## config.mk

```make
export PLATFORM = sky130hd
export DESIGN_NAME = cpc_cross
export DESIGN_NICKNAME = d
export VERILOG_FILES = /design/src/cpc_cross.sv
export SDC_FILE = /design/constraint.sdc
export NUM_CORES = 2
export LEC_CHECK = 0
export ABC_AREA = 1
export BUFFER_PORTS_ARGS = -buffer_cell sky130_fd_sc_hd__buf_2
export CAP_MARGIN = 25
export CELL_PAD_IN_SITES_DETAIL_PLACEMENT = 1
export CELL_PAD_IN_SITES_GLOBAL_PLACEMENT = 1
export CORE_ASPECT_RATIO = 1.5
export CORE_MARGIN = 4
export CORE_UTILIZATION = 35
export CTS_BUF_LIST = sky130_fd_sc_hd__clkbuf_4
export DETAILED_ROUTE_END_ITERATION = 6
export HOLD_SLACK_MARGIN = 0.05
export PLACE_DENSITY = 0.72
export SLEW_MARGIN = 20
export SYNTH_ARGS = -nofsm -noshare
export SYNTH_HDL_FRONTEND = slang
export SYNTH_SLANG_ARGS = --single-unit
```

## constraint.sdc

```tcl
create_clock -name clock -period 7.8 [get_ports clock]
set_input_delay 1.56 -clock clock [delete_from_list [all_inputs] [get_ports clock]]
set_output_delay 1.56 -clock clock [all_outputs]
set_load 0.03 [all_outputs]
```

## src/cpc_cross.sv

```systemverilog
`default_nettype none

module cpc_cross #(
   parameter int DW = 17,
   parameter int PW = 2 * DW
) (
   input  wire logic                    clock,
   input  wire logic                    load,
   input  wire logic signed [DW-1:0]    dx1,
   input  wire logic signed [DW-1:0]    dy1,
   input  wire logic signed [DW-1:0]    dx2,
   input  wire logic signed [DW-1:0]    dy2,
   output logic signed [PW-1:0]         p_prod,
   output logic signed [PW-1:0]         q_prod
);

   logic signed [PW-1:0] p_ff, q_ff;

   always_ff @(posedge clock) begin
      if (load) begin
         p_ff <= PW'(dx1) * PW'(dy2);
         q_ff <= PW'(dy1) * PW'(dx2);
      end
   end

   assign p_prod = p_ff;
   assign q_prod = q_ff;

endmodule

`default_nettype wire

```

==> summary.md <==
| Metric | Value |
|---|---|
| Status | `finished clean` |
| Core area | `73,580 sq um` |
| Commonest cells post-synth | `inv_1 (1,006), nand2_1 (936), fa_1 (592), ha_1 (170), clkbuf_1 (133)` |
| Worst endpoint required time | `8.07 ns` |
| Port buffer count | `137` |
| Cell taking the most area after synthesis | `fa_1` |
| Hold Vio Cnt, Final | `0` |
| Final Net Count | `4,140` |
| Die height | `341.4 microns` |
| Max-slew headroom | `32.68%` |
| Area contributors post-synth | `fa_1 (46%), inv_1 (15%), nand2_1 (14%), ha_1 (8.2%), edfxtp_1 (7.9%)` |
| YS warnings | `0` |
| Top-count cell post-synth | `inv_1` |
| TritonCTS buffer count | `9` |
| Via-per-instance ratio | `4.634` |
| WL/cell | `18.26 microns` |
| Hpwl dp | `68.57 mm` |
| Worst setup EP type | `flop` |
| GPL Wtd Cong | `0.8854` |
| Die Span X | `230.3 microns` |
| Hold Path Depth | `3` |
| Hold-fix buffers, CTS | `0` |
| Clock root cell | `clkbuf_4` |
| Critical path peak fanout | `17` |
| Setup Buffers After CTS | `0` |
| Area delta synth->final | `6.412%` |
| Die area | `78,610 sq um` |
| H-Tree Depth | `3` |
| Remaining antenna violation count | `0` |
| Arrival time worst endpoint | `7.00 ns` |
| Largest net degree at the start of global routing | `69` |
| Synth Instances | `3,285` |
| Grt ovf | `0` |
| Endpoints failing setup | `0` |
| Number of global-route vias before repair | `23,710` |
| Post-CTS sizing | `0` |
| Drt drc | `0` |
| Kind of critical path | `in -> reg` |
| GRT Overall Usage | `20.82%` |
| Via count | `19,970` |
| DR iter-0 viols | `734` |
| Starting Density | `35.25%` |
| Share of layout cells above drive strength 1 | `6.914%` |
| Clk sinks | `68` |
| FMAX | `0.1488 GHz` |
| Hold Slack | `1.595 ns` |
| Final period util | `86.18%` |
| Clock-pin slew on the worst setup and hold paths | `0.15 ns` |
| EDFF count, synth | `68` |
| RSZ-0062 raised after global routing | `false` |
| Cell Rows | `122` |
| DR pass1 iterations | `5` |
| Seq cells post-synth | `68` |
| CTS Buffer Depth | `2` |
| Multi-input gate area | `19,560 sq um` |
| Area share of the largest cell type after synthesis | `45.70%` |
| Synth Cell Area | `25,930 sq um` |
| Register area | `2042 sq um` |
| Routed WL | `78.69 mm` |
| Hold Crit Class | `in -> reg` |
| Post-synthesis async set-or-reset flop share | `0%` |
| Worst-Margin Slew | `1.010 ns` |
| Top-level I/O count | `138` |
| Fillers | `9,117` |
| Initial antenna violation count | `5` |
| Min cycle time layout | `6.722 ns` |
| Sequential-to-total area share from yosys stat | `7.873%` |
| Post-synth top flop | `edfxtp_1` |
| Unique cell type count in the Yosys netlist | `32` |
| Syn_nets | `4,117` |
| Mapped Avg Cell Area | `7.895 sq um` |
| Slew Viols, Final | `0` |
| Setup tns final | `0 ns` |
| Startpoint types | `input port` |
| Max-Cap Viols | `0` |
| CTS tree | `yes` |
| First-pass GRT wire length | `127.2 mm` |
==> routing by layer <==
| layer | GRT usage [%] | share of wire (%) |
|---|---|---|
| met1 | 20.23 | 33 |
| met2 | 44.15 | 60 |
| met3 | 1.482 | 1.9 |
| met4 | 8.323 | 4.7 |
| met5 | 0 | 0.014 |
==> sequential cells by signal, summed over array words and instances (netlist names) <==
| name | cells |
|---|---|
| p_prod | 34 |
| q_prod | 34 |
==> critical path, stage by stage <==
cell	delay, ns
buf_2	0.31
nand2_1	0.16
inv_1	0.15
fa_1	0.55
fa_1	0.91
fa_1	0.53
fa_1	0.60
fa_1	0.45
fa_1	0.47
ha_1	0.45
nand2_1	0.17
nor2_1	0.17
nand2_1	0.11
nor3_1	0.13
nand2_1	0.11
nand3_1	0.08
nand2_1	0.07
==> cell families (layout without fill, tap and decap cells) <==
group                      count (synthesis)  after routing  synth area share (%)
AOI/OAI and AO/OA                         69             69                 1.428
buffers and inverters                   1155           1182                 16.72
adders and majority gates                762            762                 53.90
xor gates and xnor gates                  39             39                 1.317
DFF                                       68             68                 7.873
and+or+nand+nor                         1192           1192                 18.77
other                                      0              5                     0
==> area by class of cell <==
class / instances / share of cell area (%)
diodes: 5 / 0.04534
clock buffers: 9 / 0.2448
clock inverters: 6 / 0.3219
inverters: 1021 / 13.89
multi-input cells: 2062 / 70.87
flip-flops and latches: 68 / 7.399
well taps: 992 / 4.497
repair buffers: 146 / 2.738
==> cells in the final DEF, fill, tap and decap left out, types with 2 or more instances in the layout <==
cell type   count
a21oi_1        46
and2_1          6
buf_2         136
buf_4          10
bufinv_16       2
clkbuf_4        9
clkinvlp_4      2
diode_2         5
edfxtp_1       68
fa_1          592
ha_1          170
inv_1        1006
inv_2          15
nand2_1       936
nand2_2        16
nand3_1        72
nand3_2         2
nand3b_1        7
nand4_1        19
nor2_1         89
nor2_2         12
nor2_4          4
nor3_1          8
nor3_2          8
o21a_1          2
o21ai_0         8
o21ai_1         5
o21bai_1        8
or2_2           8
xnor2_1         7
xor2_1         32
==> worst paths after layout <==
check,start,end,slack [ns]
hold / removal,dy2[0],p_prod[0],1.60
setup / recovery,dy2[2],p_prod[32],1.08
==> stage by stage <==
stage	std cells	setup WS (ns)	instance area (sq um)	util (%)
final	4309	1.078	27600	37.51
after global routing	4309	0.6756	27600	37.51
after CTS	4304	1.093	27590	37.49
after detailed placement	4289	0.5223	27430	37.28
after global placement	4289	0.5801	27430	37.28
after floorplan	3285	0.9353	25930	-
Power is left out: the tool's default activity adds up to more than one toggle a clock period on the data nets, which glitch-free logic cannot reach.
