### src/cpc_pkg.sv
`default_nettype none

package cpc_pkg;

   localparam int STATUS_BITS = 2;
   localparam int TRIPLES     = 3;

   localparam logic [STATUS_BITS-1:0] STATUS_CONVEX  = 2'd0;
   localparam logic [STATUS_BITS-1:0] STATUS_CONCAVE = 2'd1;
   localparam logic [STATUS_BITS-1:0] STATUS_SHORT   = 2'd2;

   // control that rides along with one vertex through the pipe
   typedef struct packed {
      logic                 last;
      logic                 short_poly;
      logic [TRIPLES-1:0]   use_triple;
   } tag_type;

endpackage

`default_nettype wire

### src/cpc_if.sv
`default_nettype none

interface cpc_req_if #(
   parameter int COORD_BITS = 16
) ();
   logic                         valid;
   logic                         ready;
   logic signed [COORD_BITS-1:0] vertex_x;
   logic signed [COORD_BITS-1:0] vertex_y;
   logic                         last_vertex;

   modport source (output valid, output vertex_x, output vertex_y, output last_vertex,
                   input ready);
   modport sink   (input valid, input vertex_x, input vertex_y, input last_vertex,
                   output ready);
endinterface


`default_nettype wire

### src/cpc_front.sv
`default_nettype none

module cpc_front #(
   parameter int COORD_BITS = 16,
   parameter int DW         = COORD_BITS + 1
) (
   input  wire logic              clock,
   input  wire logic              reset,
   cpc_req_if.sink                req_chan,
   input  wire logic              a_take,
   output logic                   a_valid,
   output cpc_pkg::tag_type       a_tag,
   output logic signed [DW-1:0]   a_dx1 [cpc_pkg::TRIPLES],
   output logic signed [DW-1:0]   a_dy1 [cpc_pkg::TRIPLES],
   output logic signed [DW-1:0]   a_dx2 [cpc_pkg::TRIPLES],
   output logic signed [DW-1:0]   a_dy2 [cpc_pkg::TRIPLES]
);
   import cpc_pkg::*;

   localparam logic [1:0] COUNT_MAX = 2'd3;

   logic                         accept;
   logic [1:0]                   count_ff, count_in;
   logic signed [COORD_BITS-1:0] first_x_ff, first_y_ff, second_x_ff, second_y_ff;
   logic signed [COORD_BITS-1:0] older_x_ff, older_y_ff, newer_x_ff, newer_y_ff;
   logic signed [COORD_BITS-1:0] vx, vy;
   logic                         valid_ff;
   tag_type                      tag_ff, tag_in;
   logic signed [DW-1:0]         dx1_ff [TRIPLES];
   logic signed [DW-1:0]         dy1_ff [TRIPLES];
   logic signed [DW-1:0]         dx2_ff [TRIPLES];
   logic signed [DW-1:0]         dy2_ff [TRIPLES];
   logic                         have_two;

   function automatic logic signed [DW-1:0] diff(input logic signed [COORD_BITS-1:0] b,
                                                 input logic signed [COORD_BITS-1:0] a);
      diff = DW'(b) - DW'(a);
   endfunction

   assign vx       = req_chan.vertex_x;
   assign vy       = req_chan.vertex_y;
   assign accept   = req_chan.valid && req_chan.ready;
   assign req_chan.ready = !valid_ff || a_take;
   assign have_two = count_ff[1];
   assign count_in = (count_ff == COUNT_MAX) ? COUNT_MAX : count_ff + 2'd1;

   always_comb begin
      tag_in.last          = req_chan.last_vertex;
      tag_in.short_poly    = !have_two;
      tag_in.use_triple[0] = have_two;
      tag_in.use_triple[1] = have_two && req_chan.last_vertex;
      tag_in.use_triple[2] = have_two && req_chan.last_vertex;
   end

   always_ff @(posedge clock) begin
      if (reset) begin
         count_ff <= '0;
         valid_ff <= 1'b0;
      end else begin
         if (accept) begin
            count_ff <= req_chan.last_vertex ? 2'd0 : count_in;
            valid_ff <= 1'b1;
         end else if (a_take) begin
            valid_ff <= 1'b0;
         end
      end
   end

   always_ff @(posedge clock) begin
      if (accept) begin
         if (count_ff == 2'd0) begin
            first_x_ff <= vx;
            first_y_ff <= vy;
         end
         if (count_ff == 2'd1) begin
            second_x_ff <= vx;
            second_y_ff <= vy;
         end
         older_x_ff <= newer_x_ff;
         older_y_ff <= newer_y_ff;
         newer_x_ff <= vx;
         newer_y_ff <= vy;
         tag_ff     <= tag_in;
         // triple (older, newer, v)
         dx1_ff[0]  <= diff(newer_x_ff, older_x_ff);
         dy1_ff[0]  <= diff(newer_y_ff, older_y_ff);
         dx2_ff[0]  <= diff(vx, older_x_ff);
         dy2_ff[0]  <= diff(vy, older_y_ff);
         // wrap triple (newer, v, first)
         dx1_ff[1]  <= diff(vx, newer_x_ff);
         dy1_ff[1]  <= diff(vy, newer_y_ff);
         dx2_ff[1]  <= diff(first_x_ff, newer_x_ff);
         dy2_ff[1]  <= diff(first_y_ff, newer_y_ff);
         // wrap triple (v, first, second)
         dx1_ff[2]  <= diff(first_x_ff, vx);
         dy1_ff[2]  <= diff(first_y_ff, vy);
         dx2_ff[2]  <= diff(second_x_ff, vx);
         dy2_ff[2]  <= diff(second_y_ff, vy);
      end
   end

   assign a_valid = valid_ff;
   assign a_tag   = tag_ff;
   assign a_dx1   = dx1_ff;
   assign a_dy1   = dy1_ff;
   assign a_dx2   = dx2_ff;
   assign a_dy2   = dy2_ff;

endmodule

`default_nettype wire

### src/flat_wrapper.sv
// flat-port wrapper written by rule: the top's interface ports become plain ports
module cpc_front_flat import cpc_pkg::*;
#(
   parameter int COORD_BITS = 16,
   parameter int DW         = COORD_BITS + 1
)
  (clock, reset, a_take, a_valid, a_tag, a_dx1, a_dy1, a_dx2, a_dy2, req_chan_valid, req_chan_vertex_x, req_chan_vertex_y, req_chan_last_vertex, req_chan_ready);
  cpc_req_if #(.COORD_BITS(COORD_BITS)) req_chan_i ();
  input  wire logic clock;
  input  wire logic reset;
  input  wire logic a_take;
  output logic a_valid;
  output cpc_pkg::tag_type a_tag;
  output logic signed [DW-1:0] a_dx1[cpc_pkg::TRIPLES];
  output logic signed [DW-1:0] a_dy1[cpc_pkg::TRIPLES];
  output logic signed [DW-1:0] a_dx2[cpc_pkg::TRIPLES];
  output logic signed [DW-1:0] a_dy2[cpc_pkg::TRIPLES];
  input wire logic [$bits(req_chan_i.valid)-1:0] req_chan_valid;
  input wire logic [$bits(req_chan_i.vertex_x)-1:0] req_chan_vertex_x;
  input wire logic [$bits(req_chan_i.vertex_y)-1:0] req_chan_vertex_y;
  input wire logic [$bits(req_chan_i.last_vertex)-1:0] req_chan_last_vertex;
  output wire logic [$bits(req_chan_i.ready)-1:0] req_chan_ready;
  assign req_chan_i.valid = req_chan_valid;
  assign req_chan_i.vertex_x = req_chan_vertex_x;
  assign req_chan_i.vertex_y = req_chan_vertex_y;
  assign req_chan_i.last_vertex = req_chan_last_vertex;
  assign req_chan_ready = req_chan_i.ready;
  cpc_front #(.COORD_BITS(COORD_BITS), .DW(DW)) u_core (.clock(clock), .reset(reset), .req_chan(req_chan_i), .a_take(a_take), .a_valid(a_valid), .a_tag(a_tag), .a_dx1(a_dx1), .a_dy1(a_dy1), .a_dx2(a_dx2), .a_dy2(a_dy2));
endmodule
### config.mk
export PLATFORM = sky130hd
export DESIGN_NAME = cpc_front_flat
export DESIGN_NICKNAME = d
export VERILOG_FILES = /design/src/cpc_pkg.sv /design/src/cpc_if.sv /design/src/cpc_front.sv /design/src/flat_wrapper.sv
export SDC_FILE = /design/constraint.sdc
export NUM_CORES = 1
export LEC_CHECK = 0
export BUFFER_PORTS_ARGS = -buffer_cell sky130_fd_sc_hd__buf_2
export CORE_UTILIZATION = 51
export DETAILED_ROUTE_END_ITERATION = 8
export PLACE_DENSITY = 0.75
export SYNTH_ARGS = -nofsm -noshare
export SYNTH_HDL_FRONTEND = slang
export SYNTH_SLANG_ARGS = --single-unit
### constraint.sdc
create_clock -name clock -period 7.63 [get_ports clock]
set_input_delay 0.763 -clock clock [delete_from_list [all_inputs] [get_ports clock]]
set_output_delay 0.763 -clock clock [all_outputs]
set_load 0.01 [all_outputs]
==> flow_metrics.py <==
metrics = {
    "clock_network": {
        "cts_setup_buffers": 0,
        "clk_pin_slew_ns": 0.06,
        "ctsHoldBuffers": 0,
        "clock_path_buffers": 3,
        "cts-buffers-inserted": 39,
        "clk_latency_ns": 0.55,
        "htreeDepth": 2,
        "clock-sinks": 339,
        "post_cts_resized": 0,
        "cts_tree": "done",
        "root_buffer": "clkbuf_16",
    },
    "worst_setup_path": {
        "regToRegSetupSlack_ns": 4.49,
        "r2r-end": "u_core.a_dx1[33]$_DFFE_PP_",
        "crit_type": "reg -> reg",
        "crit_path_top_delay_cell": "edfxtp_1",
        "critPathRequiredTime_ns": 7.93,
        "crit_chain": "ha_1, fa_1, nor2b_1, o21ai_0, a21boi_0, o31ai_1, a21oi_1, a2111oi_0, a211o_1",
        "critPathCaptureType": "register",
        "critPathArrivalTime_ns": 3.44,
        "reg2reg_from": "u_core.newer_x_ff[0]$_DFFE_PP_",
        "critPathMaxStageDelay_ns": 0.46,
        "rr_worst_depth": 9,
        "worst-path-max-fanout": 4,
        "worstSetupStartpointType": "register",
    },
    "global_route": {
        "grt_pass1_vias": 14200,
        "grt_pass1_wl_mm": 71.7,
        "antenna_found_initial": 0,
        "grt_use_total": 0.236,
        "grt_start_max_net_pins": 162,
        "overflow": 0,
    },
    "timing": {
        "fmax_mhz": 319,
        "min_period_ns": 3.14,
        "rsz0062_at_grt": "no",
        "tns_ns": 0,
        "hold_viol_final": 0,
        "timing.slew.headroom": 0.235,
        "maxSlewViolCount": 0,
        "setup_ws_ns": 4.49,
        "setup_viol": 0,
        "fin_skew_ns": 0.0129,
        "fin_crit_sh": 0.411,
        "worst_pin_slew_ns": 1.15,
    },
    "detailed_routing": {
        "dr_total_vias": 14300,
        "viasPerCell": 5.67,
        "ant_nets": 0,
        "drt_iter0_drc": 819,
        "wl_mm": 46.1,
        "wl_per_cell_um": 18.3,
        "drt-pass1-iter-count": 6,
        "post-route-drc-count": 0,
    },
    "logic_synthesis": {
        "postSynthAreaPerCell_um2": 11.5,
        "synth_top_area_cell": "edfxtp_1",
        "ys_ff_latch": 339,
        "post-synth-top-count-cell": "edfxtp_1",
        "synth-edff-count": 336,
        "synth_top_area_frac": 0.514,
        "syn_inst": 1708,
        "synth_cell_types": 69,
        "ys.flop_type": "edfxtp_1",
        "ys_top_cells_by_count": "edfxtp_1, ha_1, inv_1",
        "netlist_top_cells_area": "edfxtp_1, ha_1, xnor2_1",
        "synth_fp_nets": 1949,
        "seq_area_frac_synth": 0.517,
        "synth_area_um2": 19600,
        "ys_async_sr_fraction": 0,
        "yosysWarningCount": 0,
    },
    "floorplanning": {
        "core_area_um2": 37800,
        "io_pins": 248,
        "fp-row-count": 71,
        "die-width_um": 198,
        "initial_core_util": 0.520,
        "fp.dieH_um": 198,
        "dieArea_um2": 39300,
    },
    "finish": {
        "layout-drive-gt1-share": 0.161,
        "utilization": 0.600,
        "multiInputGateArea_um2": 8740,
        "instances_no_fill": 2517,
        "area_delta_synth_final_pct": 15.5,
        "fin_nets": 2217,
        "antenna_cells": 0,
        "n_fill_cell": 3004,
        "ff_latch_area_um2": 10100,
    },
    "min_path": {
        "whs_path_depth": 2,
        "hp-class": "in -> reg",
        "hold_start": "reset",
        "hold_end": "u_core.count_ff[0]$_SDFFE_PP0P_",
    },
    "power": {
        "power.density_nw_per_um2": 235,
        "power_mw": 5.32,
        "peakVddDrop_uv": 179,
        "leakagePower_nw": 9.65,
    },
    "placement": {
        "dp_slack_ns": 3.96,
        "finalWeightedCongestion": 0.937,
        "port-buffer-count": 247,
        "placed_cells": 2446,
        "place_hpwl_mm": 34.6,
    },
    "status": {
        "status": "completed",
    },
    "run": {
        "maxCapViolCount": 0,
    },
}
-- sequential cells by signal, indices dropped and copies added (netlist names) --
name	cells
u_core.a_dx1	51
u_core.a_dx2	51
u_core.a_dy1	51
u_core.a_dy2	51
u_core.a_tag	4
u_core.a_valid	1
u_core.count_ff	2
u_core.first_x_ff	16
u_core.first_y_ff	16
u_core.newer_x_ff	16
u_core.newer_y_ff	16
u_core.older_x_ff	16
u_core.older_y_ff	16
u_core.second_x_ff	16
u_core.second_y_ff	16
-- cell families (layout without fill, tap and decap cells) --
| logic type | Yosys count | in the layout | share of synthesized area |
|---|---|---|---|
| compound gates | 433 | 433 | 0.149 |
| xor+xnor | 125 | 125 | 0.0558 |
| fa+ha+maj | 204 | 204 | 0.135 |
| buf+inv | 198 | 496 | 0.0381 |
| flops | 339 | 339 | 0.517 |
| mux | 7 | 7 | 0.00370 |
| simple gates | 402 | 402 | 0.102 |
-- how the worst max path moves through the flow --
| stage | start | endpoint | depth (start not counted) |
|---|---|---|---|
| floorplan | a_take | u_core.second_x_ff[0]$_DFFE_PP_ | 4 |
| global placement | req_chan_vertex_y[1] | u_core.a_dy2[50]$_DFFE_PP_ | 10 |
| detailed placement | req_chan_vertex_y[0] | u_core.a_dy2[48]$_DFFE_PP_ | 11 |
| CTS | u_core.newer_x_ff[1]$_DFFE_PP_ | u_core.a_dx1[32]$_DFFE_PP_ | 9 |
| global route | req_chan_vertex_y[1] | u_core.a_dy2[50]$_DFFE_PP_ | 10 |
| finish | u_core.newer_x_ff[0]$_DFFE_PP_ | u_core.a_dx1[33]$_DFFE_PP_ | 9 |
-- metal layers --
metal / vias to the layer above / wire length (um) / global-route usage
met5: - / 0 / 0
met4: 0 / 1550 / 0.0950
met3: 105 / 2910 / 0.0441
met2: 461 / 23700 / 0.429
met1: 6794 / 18000 / 0.271
li1: 6903 / - / -
-- area by class of cell --
| class | count | area share |
|---|---|---|
| clock inverter | 21 | 0.00646 |
| tap | 511 | 0.0282 |
| sequential | 339 | 0.448 |
| clock buffer | 50 | 0.0467 |
| multi-input combinational | 1171 | 0.385 |
| timing repair buffer | 252 | 0.0567 |
| inverter | 173 | 0.0288 |
-- placed cells by master, fill, tap and decap left out, drive strengths merged, types with 8 or more instances in the layout --
cell type,instances
a2111oi,8
a211oi,16
a21boi,12
a21o,39
a21oi,120
a31oi,13
a41o,10
and3,18
buf,252
clkbuf,50
clkinv,17
edfxtp,336
fa,12
ha,192
inv,173
nand2,84
nand2b,24
nand3,19
nand4,20
nor2,110
nor2b,45
nor3,39
o2111ai,8
o211ai,13
o21a,37
o21ai,76
o31a,11
o31ai,8
xnor2,79
xor2,46
-- power breakdown --
group	internal, mW	switching, mW	leakage (nW)
clock	1.05	0.745	0.587
combinational	0.462	0.693	5.81
sequential	2.30	0.0703	3.25
total	3.81	1.51	9.65
-- through the flow --
step / hold WS [ns] / area (um2)
5_1_grt: 0.404 / 22700
2_1_floorplan: 0.457 / 19600
4_1_cts: 0.382 / 22700
3_5_place_dp: 0.485 / 21500
3_3_place_gp: 0.476 / 21500
6_report: 0.411 / 22700
-- worst max-delay path, delay by kind of cell (launching register included) --
family / cells / cell delay (ns)
compound gates: 6 / 1.64
fa+ha+maj: 2 / 0.66
flops: 1 / 0.46
simple gates: 1 / 0.13
Note: power is estimated with default switching activity, not from simulation.
