$ cat config.mk
export PLATFORM = sky130hd
export DESIGN_NAME = cpc_judge_flat
export DESIGN_NICKNAME = d
export VERILOG_FILES = /design/src/cpc_pkg.sv /design/src/cpc_if.sv /design/src/cpc_judge.sv /design/src/flat_wrapper.sv
export SDC_FILE = /design/constraint.sdc
export NUM_CORES = 1
export LEC_CHECK = 0
export BUFFER_PORTS_ARGS = -buffer_cell sky130_fd_sc_hd__buf_2
export CORE_ASPECT_RATIO = 0.8
export CORE_MARGIN = 5
export CORE_UTILIZATION = 39
export DETAILED_ROUTE_END_ITERATION = 7
export GPL_ROUTABILITY_DRIVEN = 0
export GPL_TIMING_DRIVEN = 1
export HOLD_SLACK_MARGIN = 0.05
export PLACE_DENSITY = 0.78
export SLEW_MARGIN = 25
export SYNTH_ARGS = -nofsm -noshare
export SYNTH_HDL_FRONTEND = slang
export SYNTH_SLANG_ARGS = --single-unit
export TNS_END_PERCENT = 1
$ cat constraint.sdc
create_clock -name clock -period 2.5 [get_ports clock]
set_input_delay 0.25 -clock clock [delete_from_list [all_inputs] [get_ports clock]]
set_output_delay 0.25 -clock clock [all_outputs]
set_load 0.02 [all_outputs]
$ cat src/cpc_pkg.sv
`default_nettype none

package cpc_pkg;

   localparam int STATUS_BITS = 2;
   localparam int TRIPLES     = 3;

   localparam logic [STATUS_BITS-1:0] STATUS_CONVEX  = 2'd0;
   localparam logic [STATUS_BITS-1:0] STATUS_CONCAVE = 2'd1;
   localparam logic [STATUS_BITS-1:0] STATUS_SHORT   = 2'd2;

   // control that rides along with one vertex through the pipe
   typedef struct packed {
      logic                 last;
      logic                 short_poly;
      logic [TRIPLES-1:0]   use_triple;
   } tag_type;

endpackage

`default_nettype wire

$ cat src/cpc_if.sv
`default_nettype none


interface cpc_rsp_if ();
   logic       valid;
   logic       ready;
   logic [1:0] status;

   modport source (output valid, output status, input ready);
   modport sink   (input valid, input status, output ready);
endinterface

`default_nettype wire

$ cat src/cpc_judge.sv
`default_nettype none

module cpc_judge #(
   parameter int PW = 34
) (
   input  wire logic              clock,
   input  wire logic              reset,
   input  wire logic              a_valid,
   input  wire cpc_pkg::tag_type  a_tag,
   output logic                   b_ready,
   input  wire logic signed [PW-1:0] p_prod [cpc_pkg::TRIPLES],
   input  wire logic signed [PW-1:0] q_prod [cpc_pkg::TRIPLES],
   cpc_rsp_if.source              rsp_chan
);
   import cpc_pkg::*;

   typedef enum logic [1:0] {
      TURN_NONE,
      TURN_POS,
      TURN_NEG
   } turn_type;

   logic                   b_valid_ff;
   tag_type                b_tag_ff;
   logic                   b_go, out_free, a_take;
   turn_type               turn_ff, turn_in;
   logic                   broken_ff, broken_in;
   logic                   rsp_valid_ff;
   logic [STATUS_BITS-1:0] status_ff;
   turn_type               sgn [TRIPLES];

   assign out_free = !rsp_valid_ff || rsp_chan.ready;
   assign b_go     = b_valid_ff && (!b_tag_ff.last || out_free);
   assign b_ready  = !b_valid_ff || b_go;
   assign a_take   = a_valid && b_ready;

   always_comb begin
      turn_in   = turn_ff;
      broken_in = broken_ff;
      for (int i = 0; i < TRIPLES; i++) begin
         if (p_prod[i] > q_prod[i]) begin
            sgn[i] = TURN_POS;
         end else if (p_prod[i] < q_prod[i]) begin
            sgn[i] = TURN_NEG;
         end else begin
            sgn[i] = TURN_NONE;
         end
         if (b_tag_ff.use_triple[i] && sgn[i] != TURN_NONE) begin
            if (turn_in == TURN_NONE) begin
               turn_in = sgn[i];
            end else if (turn_in != sgn[i]) begin
               broken_in = 1'b1;
            end
         end
      end
   end

   always_ff @(posedge clock) begin
      if (reset) begin
         b_valid_ff   <= 1'b0;
         turn_ff      <= TURN_NONE;
         broken_ff    <= 1'b0;
         rsp_valid_ff <= 1'b0;
      end else begin
         if (a_take) begin
            b_valid_ff <= 1'b1;
         end else if (b_go) begin
            b_valid_ff <= 1'b0;
         end
         if (b_go && b_tag_ff.last) begin
            rsp_valid_ff <= 1'b1;
            turn_ff      <= TURN_NONE;
            broken_ff    <= 1'b0;
         end else begin
            if (rsp_chan.ready) begin
               rsp_valid_ff <= 1'b0;
            end
            if (b_go) begin
               turn_ff   <= turn_in;
               broken_ff <= broken_in;
            end
         end
      end
   end

   always_ff @(posedge clock) begin
      if (a_take) begin
         b_tag_ff <= a_tag;
      end
      if (b_go && b_tag_ff.last) begin
         if (b_tag_ff.short_poly) begin
            status_ff <= STATUS_SHORT;
         end else if (broken_in) begin
            status_ff <= STATUS_CONCAVE;
         end else begin
            status_ff <= STATUS_CONVEX;
         end
      end
   end

   assign rsp_chan.valid  = rsp_valid_ff;
   assign rsp_chan.status = status_ff;

endmodule

`default_nettype wire

$ cat src/flat_wrapper.sv
// flat-port wrapper written by rule: the top's interface ports become plain ports
module cpc_judge_flat import cpc_pkg::*;
#(
   parameter int PW = 34
)
  (clock, reset, a_valid, a_tag, b_ready, p_prod, q_prod, rsp_chan_valid, rsp_chan_status, rsp_chan_ready);
  cpc_rsp_if rsp_chan_i ();
  input  wire logic clock;
  input  wire logic reset;
  input  wire logic a_valid;
  input  wire cpc_pkg::tag_type a_tag;
  output logic b_ready;
  input  wire logic signed [PW-1:0] p_prod[cpc_pkg::TRIPLES];
  input  wire logic signed [PW-1:0] q_prod[cpc_pkg::TRIPLES];
  output wire logic [$bits(rsp_chan_i.valid)-1:0] rsp_chan_valid;
  output wire logic [$bits(rsp_chan_i.status)-1:0] rsp_chan_status;
  input wire logic [$bits(rsp_chan_i.ready)-1:0] rsp_chan_ready;
  assign rsp_chan_valid = rsp_chan_i.valid;
  assign rsp_chan_status = rsp_chan_i.status;
  assign rsp_chan_i.ready = rsp_chan_ready;
  cpc_judge #(.PW(PW)) u_core (.clock(clock), .reset(reset), .a_valid(a_valid), .a_tag(a_tag), .b_ready(b_ready), .p_prod(p_prod), .q_prod(q_prod), .rsp_chan(rsp_chan_i));
endmodule
==> results of run 1 <==
## metal layers
metal,track usage (%),vias to the layer above
met1,19.3,1725
met5,0,-
met3,4.54,38
met4,7.31,0
met2,41.6,191
li1,-,1995
## stage by stage
| step | worst slack [ps] | cells |
|---|---|---|
| CTS | -33.6 | 781 |
| global route | -197 | 782 |
| finish | -147 | 782 |
| detailed placement | -345 | 770 |
| floorplan | -15.7 | 426 |
| global placement | -257 | 770 |
## cells in the final DEF (no fill, tap or decap), types with 2 or more instances in the layout
master | netlist | routed
a211o_1 | 2 | 2
a211oi_1 | 2 | 2
a21o_1 | 14 | 14
a21oi_1 | 38 | 38
a221oi_1 | 3 | 3
a311oi_2 | 2 | 3
a31oi_1 | 5 | 4
and3b_1 | 2 | 2
and4_1 | 2 | 2
and4_4 | 2 | 2
buf_2 | 0 | 205
buf_4 | 0 | 27
buf_6 | 0 | 12
clkbuf_8 | 0 | 4
dfxtp_1 | 5 | 5
edfxtp_1 | 7 | 7
ha_1 | 102 | 73
ha_4 | 0 | 29
inv_1 | 112 | 92
inv_2 | 0 | 14
inv_4 | 0 | 6
mux2i_1 | 3 | 3
nand2_1 | 22 | 22
nand2b_1 | 2 | 2
nand3_1 | 7 | 7
nand4_1 | 21 | 21
nor2_1 | 15 | 13
nor2_4 | 0 | 2
nor2b_1 | 6 | 6
nor3_1 | 4 | 3
o211ai_1 | 2 | 2
o21ai_0 | 16 | 15
o21ai_1 | 1 | 2
or2b_2 | 2 | 2
## flip-flops by register name (all words and copies together) (netlist names)
name / count
u_core.b_tag_ff: 5
u_core.rsp_chan.status: 2
u_core.turn_ff: 2
u_core.b_valid_ff: 1
u_core.broken_ff: 1
u_core.rsp_chan.valid: 1
## layout make-up
class                      count  share of cell area [%]
multi-input combinational    302                    56.4
clock buffer                   4                    1.04
sequential                    12                    5.88
tap                          108                    2.56
inverter                     112                    8.25
timing repair buffer         244                    25.8
## path summary, 6_finish.rpt
| path | end | slack [ps] | depth (start not counted) |
|---|---|---|---|
| setup / recovery | u_core.rsp_chan.status[0] | -150 | 14 |
| hold / removal | u_core.b_tag_ff[0] | 190 | 1 |
| setup reg to reg | u_core.rsp_chan.status[0] | 530 | 8 |
| hold reg to reg | u_core.rsp_chan.status[1] | 480 | 0 |
## what timing repair did
action                     in CTS  in global routing
buffers inserted                8                  1
setup endpoints to repair       4                  4
resized for setup              56                 27
gates cloned                    0                  0
pin swaps                      33                 18
## cells in the mapped netlist, types with 2 or more instances
cell and instances:
o31ai_1 2, nor2_1 15, a211o_1 2, nor2b_1 6
nor4_2 2, and4_4 2, a311oi_1 2, a21o_1 14
ha_1 102, o211ai_2 2, and3b_1 2, nor3_1 4
o211ai_1 2, a311oi_2 2, inv_1 112, mux2i_1 3
nand3_1 7, nand2_1 22, or2b_2 2, a211oi_1 2
and4_1 2, edfxtp_1 7, dfxtp_1 5, a21oi_1 38
o21ai_0 16, a31oi_1 5, nand4_1 21, a221oi_1 3
nand2b_1 2
## critical path: stages
cell      delay [ps]
buf_2             90
inv_1             40
ha_1             280
nand4_1          130
buf_4            140
nor2_1            40
a221oi_1         320
buf_4            200
a21boi_4          70
or4b_4           540
o211ai_4         110
o21ai_4           90
a211oi_2         260
nor2_1            60
## cells by family after synthesis
logic type,Yosys count,synth area share [%]
and+or+nand+nor,95,16.8
xor gates and xnor gates,1,0.269
muxes,3,0.921
buffers and inverters,112,12.9
DFF,12,9.52
adders and majority gates,102,39.2
AOI/OAI and AO/OA,101,20.5
## power breakdown
group	switching (mW)	leakage [nW]	internal, mW
Combinational	0.393	2.83	0.445
Sequential	0.00808	0.109	0.223
Clock	0.0647	0.0288	0.139
==> run_results.csv, run 1 <==
group,metric,value,unit
floorplan,fp.coreArea,8060,sq um
detailed_routing,met1_length,3940,um
detailed_routing,vias,3949,
detailed_routing,detailroute.wirelength.met3,979,um
finish,n_fill_cell,623,
finish,syn_to_final_growth,62.0,%
detailed_routing,drt_drc_violations_left,0,
synthesis,synth_top_area_share,39.2,%
floorplan,std_cell_rows,29,
floorplan,pin_count,217,
min_path,hp-start,"a_tag[0]",
timing,hold-worst-slack,191,ps
synthesis,ys_ff_latch,12,
grt,antenna_violations_before_repair,0,
detailed_routing,dr.pass1.iters,4,
timing,grt_setup_unrepaired,"yes",
worst_setup_path,r2r-start,"u_core.b_tag_ff[0]",
min_path,hp-class,"in -> reg",
floorplan,initial_utilization,40.5,%
status,status,"complete, but fails checks",
timing,postLayoutSetupSlackWorst,-147,ps
detailed_routing,detail_route.wirelength,11500,um
place,detailedPlacementHpwl,9470,um
timing,setup-violations-final,4,
finish,multiInputGateArea,2980,sq um
finish,antenna_diodes,0,
cts,clock_sink_count,12,
cts,clk_pin_slew,50,ps
status,violated_checks,"negative setup slack",
worst_setup_path,cp-end-kind,"flip-flop",
grt,grtUsageTotal,20.2,%
timing,worst_slew_pin_slew,572,ps
synthesis,syn_area_per_cell,7.65,sq um
cts,htree_levels,1,
synthesis,yosys_warnings,0,
synthesis,yosysUniqueCellTypes,49,
pwr,power.static_leakage,2.97,nW
synthesis,ys_async_sr_fraction,0,%
worst_setup_path,critPathMaxFanout,3,
floorplan,die_width,112,um
detailed_routing,met2RoutedLength,6210,um
cts,holdBufCountCts,0,
worst_setup_path,cp-startpoint,"q_prod[82]",
detailed_routing,detailedRoute.firstIterationViolations,115,
timing,finClkSkew,1.53,ps
grt,first_pass_grt_wire_length,17800,um
run,cap_viol_max_count,0,
finish,nNetsFinal,990,
synthesis,number_of_enable_type_register_cells_in_the_synthesized_netlist,7,
timing,drv_slew,0,
pwr,irDropWorstVdd,161,uV
timing,fin_crit,2650,ps
worst_setup_path,cp_arrival,2630,ps
grt,maximum_number_of_pins_on_one_net_before_global_route_repair,8,
detailed_routing,ant_nets,0,
detailed_routing,routed_via_density,5.05,
synthesis,synth_seq_area_share,9.52,%
floorplan,floorplan.die_area,10300,sq um
worst_setup_path,critPathRequiredTime,2480,ps
synthesis,yosys-top-cells-area,"ha_1 39%, inv_1 13%, edfxtp_1 6.4%, a21oi_1 5.8%, nand4_1 4.0%",
cts,clock_tree_from_tritoncts,"done",
cts,ctsRootBufferMaster,"clkbuf_8",
timing,finalCritPeriodShare,106,%
synthesis,syn_area,3260,sq um
synthesis,synth_fp_nets,741,
worst_setup_path,criticalPathCategory,"in -> reg",
grt,via_count_of_the_first_global_routing_pass,4296,
timing,fin_tns_setup,-345,ps
finish,final_util,65.5,%
synthesis,synthesis.instances,426,
pwr,post-layout-total-power,1.27,mW
timing,rel_slew_slack,61.7,%
finish,post_route_cells_drive_above_1_share,48.2,%
finish,stdcell_area,5280,sq um
floorplan,chipHeight,91.8,um
place,placement.cell_area,4630,sq um
timing,timing.final.hold_violations,0,
cts,worst_skew_pair.late_latency,230,ps
cts,clock_tree.buffer_depth,2,
detailed_routing,top_layer,"met4",
synthesis,post-synth-top-area-cell,"ha_1",
detailed_routing,routedWlPerCell,14.8,um
finish,seq_area,310,sq um
synthesis,postSynth.topFlopCell,"edfxtp_1",
timing,fmax,0.378,GHz
worst_setup_path,startpoint_type_of_the_worst_setup_path,"primary input",
pwr,power_density,241,nW/um^2
cts,cts_made_buffers,3,
grt,grt_overflow,0,
place,port_buffers,216,
No activity file was read; power rests on OpenSTA's default activity.
==> run 2, diff against run 1 <==
- MAX_ROUTING_LAYER: default -> met4
- PLACE_DENSITY: 0.78 -> 0.82
==> run_results.csv, run 2 (synthesis gave the netlist of run 1 again) <==
group,metric,value,unit
status,status,"complete, but fails checks",
status,violated_checks,"negative setup slack",
timing,setup-violations-final,4,
pwr,post-layout-total-power,1.23,mW
timing,finalCritPeriodShare,106,%
grt,antenna_violations_before_repair,0,
finish,largest_reg_flops,5,
min_path,hp-class,"in -> reg",
timing,grt_setup_unrepaired,"yes",
finish,post_route_cells_drive_above_1_share,44.6,%
finish,multiInputGateArea,2870,sq um
finish,n_fill_cell,640,
finish,most_common_cell_after_layout_fill_and_taps_aside,"buf_2",
finish,seq_area,310,sq um
run,cap_viol_max_count,0,
floorplan,pin_count,217,
cts,cts_made_buffers,3,
worst_setup_path,slowest_stage,"or4b_4",
timing,fin_tns_setup,-368,ps
finish,top_register,"u_core.b_tag_ff",
place,detailedPlacementHpwl,9390,um
cts,htree_levels,1,
finish,nNetsFinal,984,
worst_setup_path,ff2ff_setup_slack,580,ps
cts,ctsRootBufferMaster,"clkbuf_8",
floorplan,std_cell_rows,29,
timing,timing.final.hold_violations,0,
worst_setup_path,cp-end-kind,"flip-flop",
worst_setup_path,critPathMaxFanout,5,
detailed_routing,drt_drc_violations_left,0,
worst_setup_path,worst_r2r_path_depth,7,
pwr,power.static_leakage,2.93,nW
grt,first_pass_grt_wire_length,16700,um
pwr,irDropWorstVdd,217,uV
detailed_routing,vias,3932,
min_path,hp-start,"a_tag[1]",
floorplan,floorplan.die_area,10300,sq um
cts,clock_tree_from_tritoncts,"done",
timing,rel_slew_slack,61.7,%
place,placedCellCount,769,
worst_setup_path,r2r-start,"u_core.b_tag_ff[0]",
finish,final_util,62.9,%
timing,fmax,0.377,GHz
min_path,hold_path_end,"u_core.b_tag_ff[1]",
worst_setup_path,worstPathCellList,"buf_2 > inv_1 > ha_4 > nand4_1 > nor4_2 > buf_4 > a311oi_2 > o211ai_2 > or4b_4 > o211ai_4 > o21ai_2 > a211oi_2 > nor2_1",
timing,fin_crit,2650,ps
cts,clock_tree.buffer_depth,2,
worst_setup_path,cp_num_buf_inv,3,
cts,clk_pin_slew,50,ps
worst_setup_path,startpoint_type_of_the_worst_setup_path,"primary input",
cts,worst_skew_pair.late_latency,240,ps
worst_setup_path,path_delay_family,"compound AO/OA/AOI/OAI gates",
finish,post_layout_nonfiller_instances,776,
floorplan,die_width,112,um
worst_setup_path,cpPeakStageDelay,600,ps
worst_setup_path,criticalPathCategory,"in -> reg",
place,port_buffers,216,
detailed_routing,detail_route.wirelength,11300,um
timing,worst_slew_pin_slew,569,ps
worst_setup_path,cp_arrival,2640,ps
grt,grtUsageTotal,19.3,%
detailed_routing,routedWlPerCell,14.5,um
place,place_worst_setup_slack,-308,ps
worst_setup_path,critPathRequiredTime,2490,ps
finish,syn_to_final_growth,55.4,%
finish,final_cell_mix,"212 x buf_2, 105 x inv_1, 79 x ha_1",
detailed_routing,dr.pass1.iters,4,
grt,via_count_of_the_first_global_routing_pass,4041,
pwr,power_density,243,nW/um^2
detailed_routing,ant_nets,0,
timing,drv_slew,0,
cts,clock_sink_count,12,
min_path,hold_path_depth,1,
timing,finClkSkew,3.78,ps
grt,grt_overflow,0,
timing,postLayoutSetupSlackWorst,-154,ps
floorplan,chipHeight,91.8,um
grt,maximum_number_of_pins_on_one_net_before_global_route_repair,8,
detailed_routing,detailedRoute.firstIterationViolations,178,
detailed_routing,routed_via_density,5.07,
worst_setup_path,reg_to_reg_endpoint,"u_core.rsp_chan.status[0]",
floorplan,initial_utilization,40.5,%
floorplan,fp.coreArea,8060,sq um
cts,holdBufCountCts,0,
finish,antenna_diodes,0,
[run 2: cell count changes in the layout (fill, tap and decap cells not counted), moves of 3 or more]
cell   change
buf_6      -8
inv_2     -10
inv_1     +13
buf_4      -5
buf_2      +7
ha_4       -6
ha_1       +6
inv_4      -3
[run 2: worst reg2reg max path: cells and delay by family, from the launching register on]
kind	cells	cell delay, ps
compound gates	3	750
flops	1	450
simple gates	4	470
[run 2: power by group]
group	switching (mW)	total, mW	internal [mW]
sequential	0.00835	0.231	0.223
combinational	0.373	0.791	0.418
clock	0.0680	0.207	0.139
total	0.449	1.23	0.780
[run 2: worst max-delay path by stage]
stage | start | to | slack (ps) | depth (start not counted)
6_report | q_prod[77] | u_core.rsp_chan.status[0] | -150 | 13
3_3_place_gp | q_prod[73] | u_core.rsp_chan.status[0] | -240 | 14
2_1_floorplan | q_prod[89] | u_core.rsp_chan.status[0] | -20 | 11
4_1_cts | q_prod[73] | u_core.rsp_chan.status[0] | -10 | 13
5_1_grt | q_prod[77] | u_core.rsp_chan.status[0] | -260 | 13
3_5_place_dp | p_prod[85] | u_core.rsp_chan.status[0] | -310 | 13
[run 2: per-layer routing]
metal,track usage (%),part of all wire [%]
met3,3.68,8.6
met2,36.8,52
met5,-,0
met1,20.5,36
met4,4.50,2.9
[run 2: through the flow]
stage / area, sq um / hold slack (ps)
finish: 5060 / 186
global route: 5060 / 180
CTS: 4760 / 184
detailed placement: 4620 / 429
global placement: 4620 / 429
floorplan: 3260 / 319
[run 2: timing repair]
item,CTS,global route
setup endpoints to repair,2,4
buffers inserted,0,3
pin swaps,1,19
resized for setup,8,37
[run 2: final cells by class]
cell class | instances | share of cell area [%]
multi-input combinational | 302 | 56.6
timing repair buffer | 238 | 25.1
inverter | 112 | 8.45
sequential | 12 | 6.13
tap | 108 | 2.67
clock buffer | 4 | 1.09
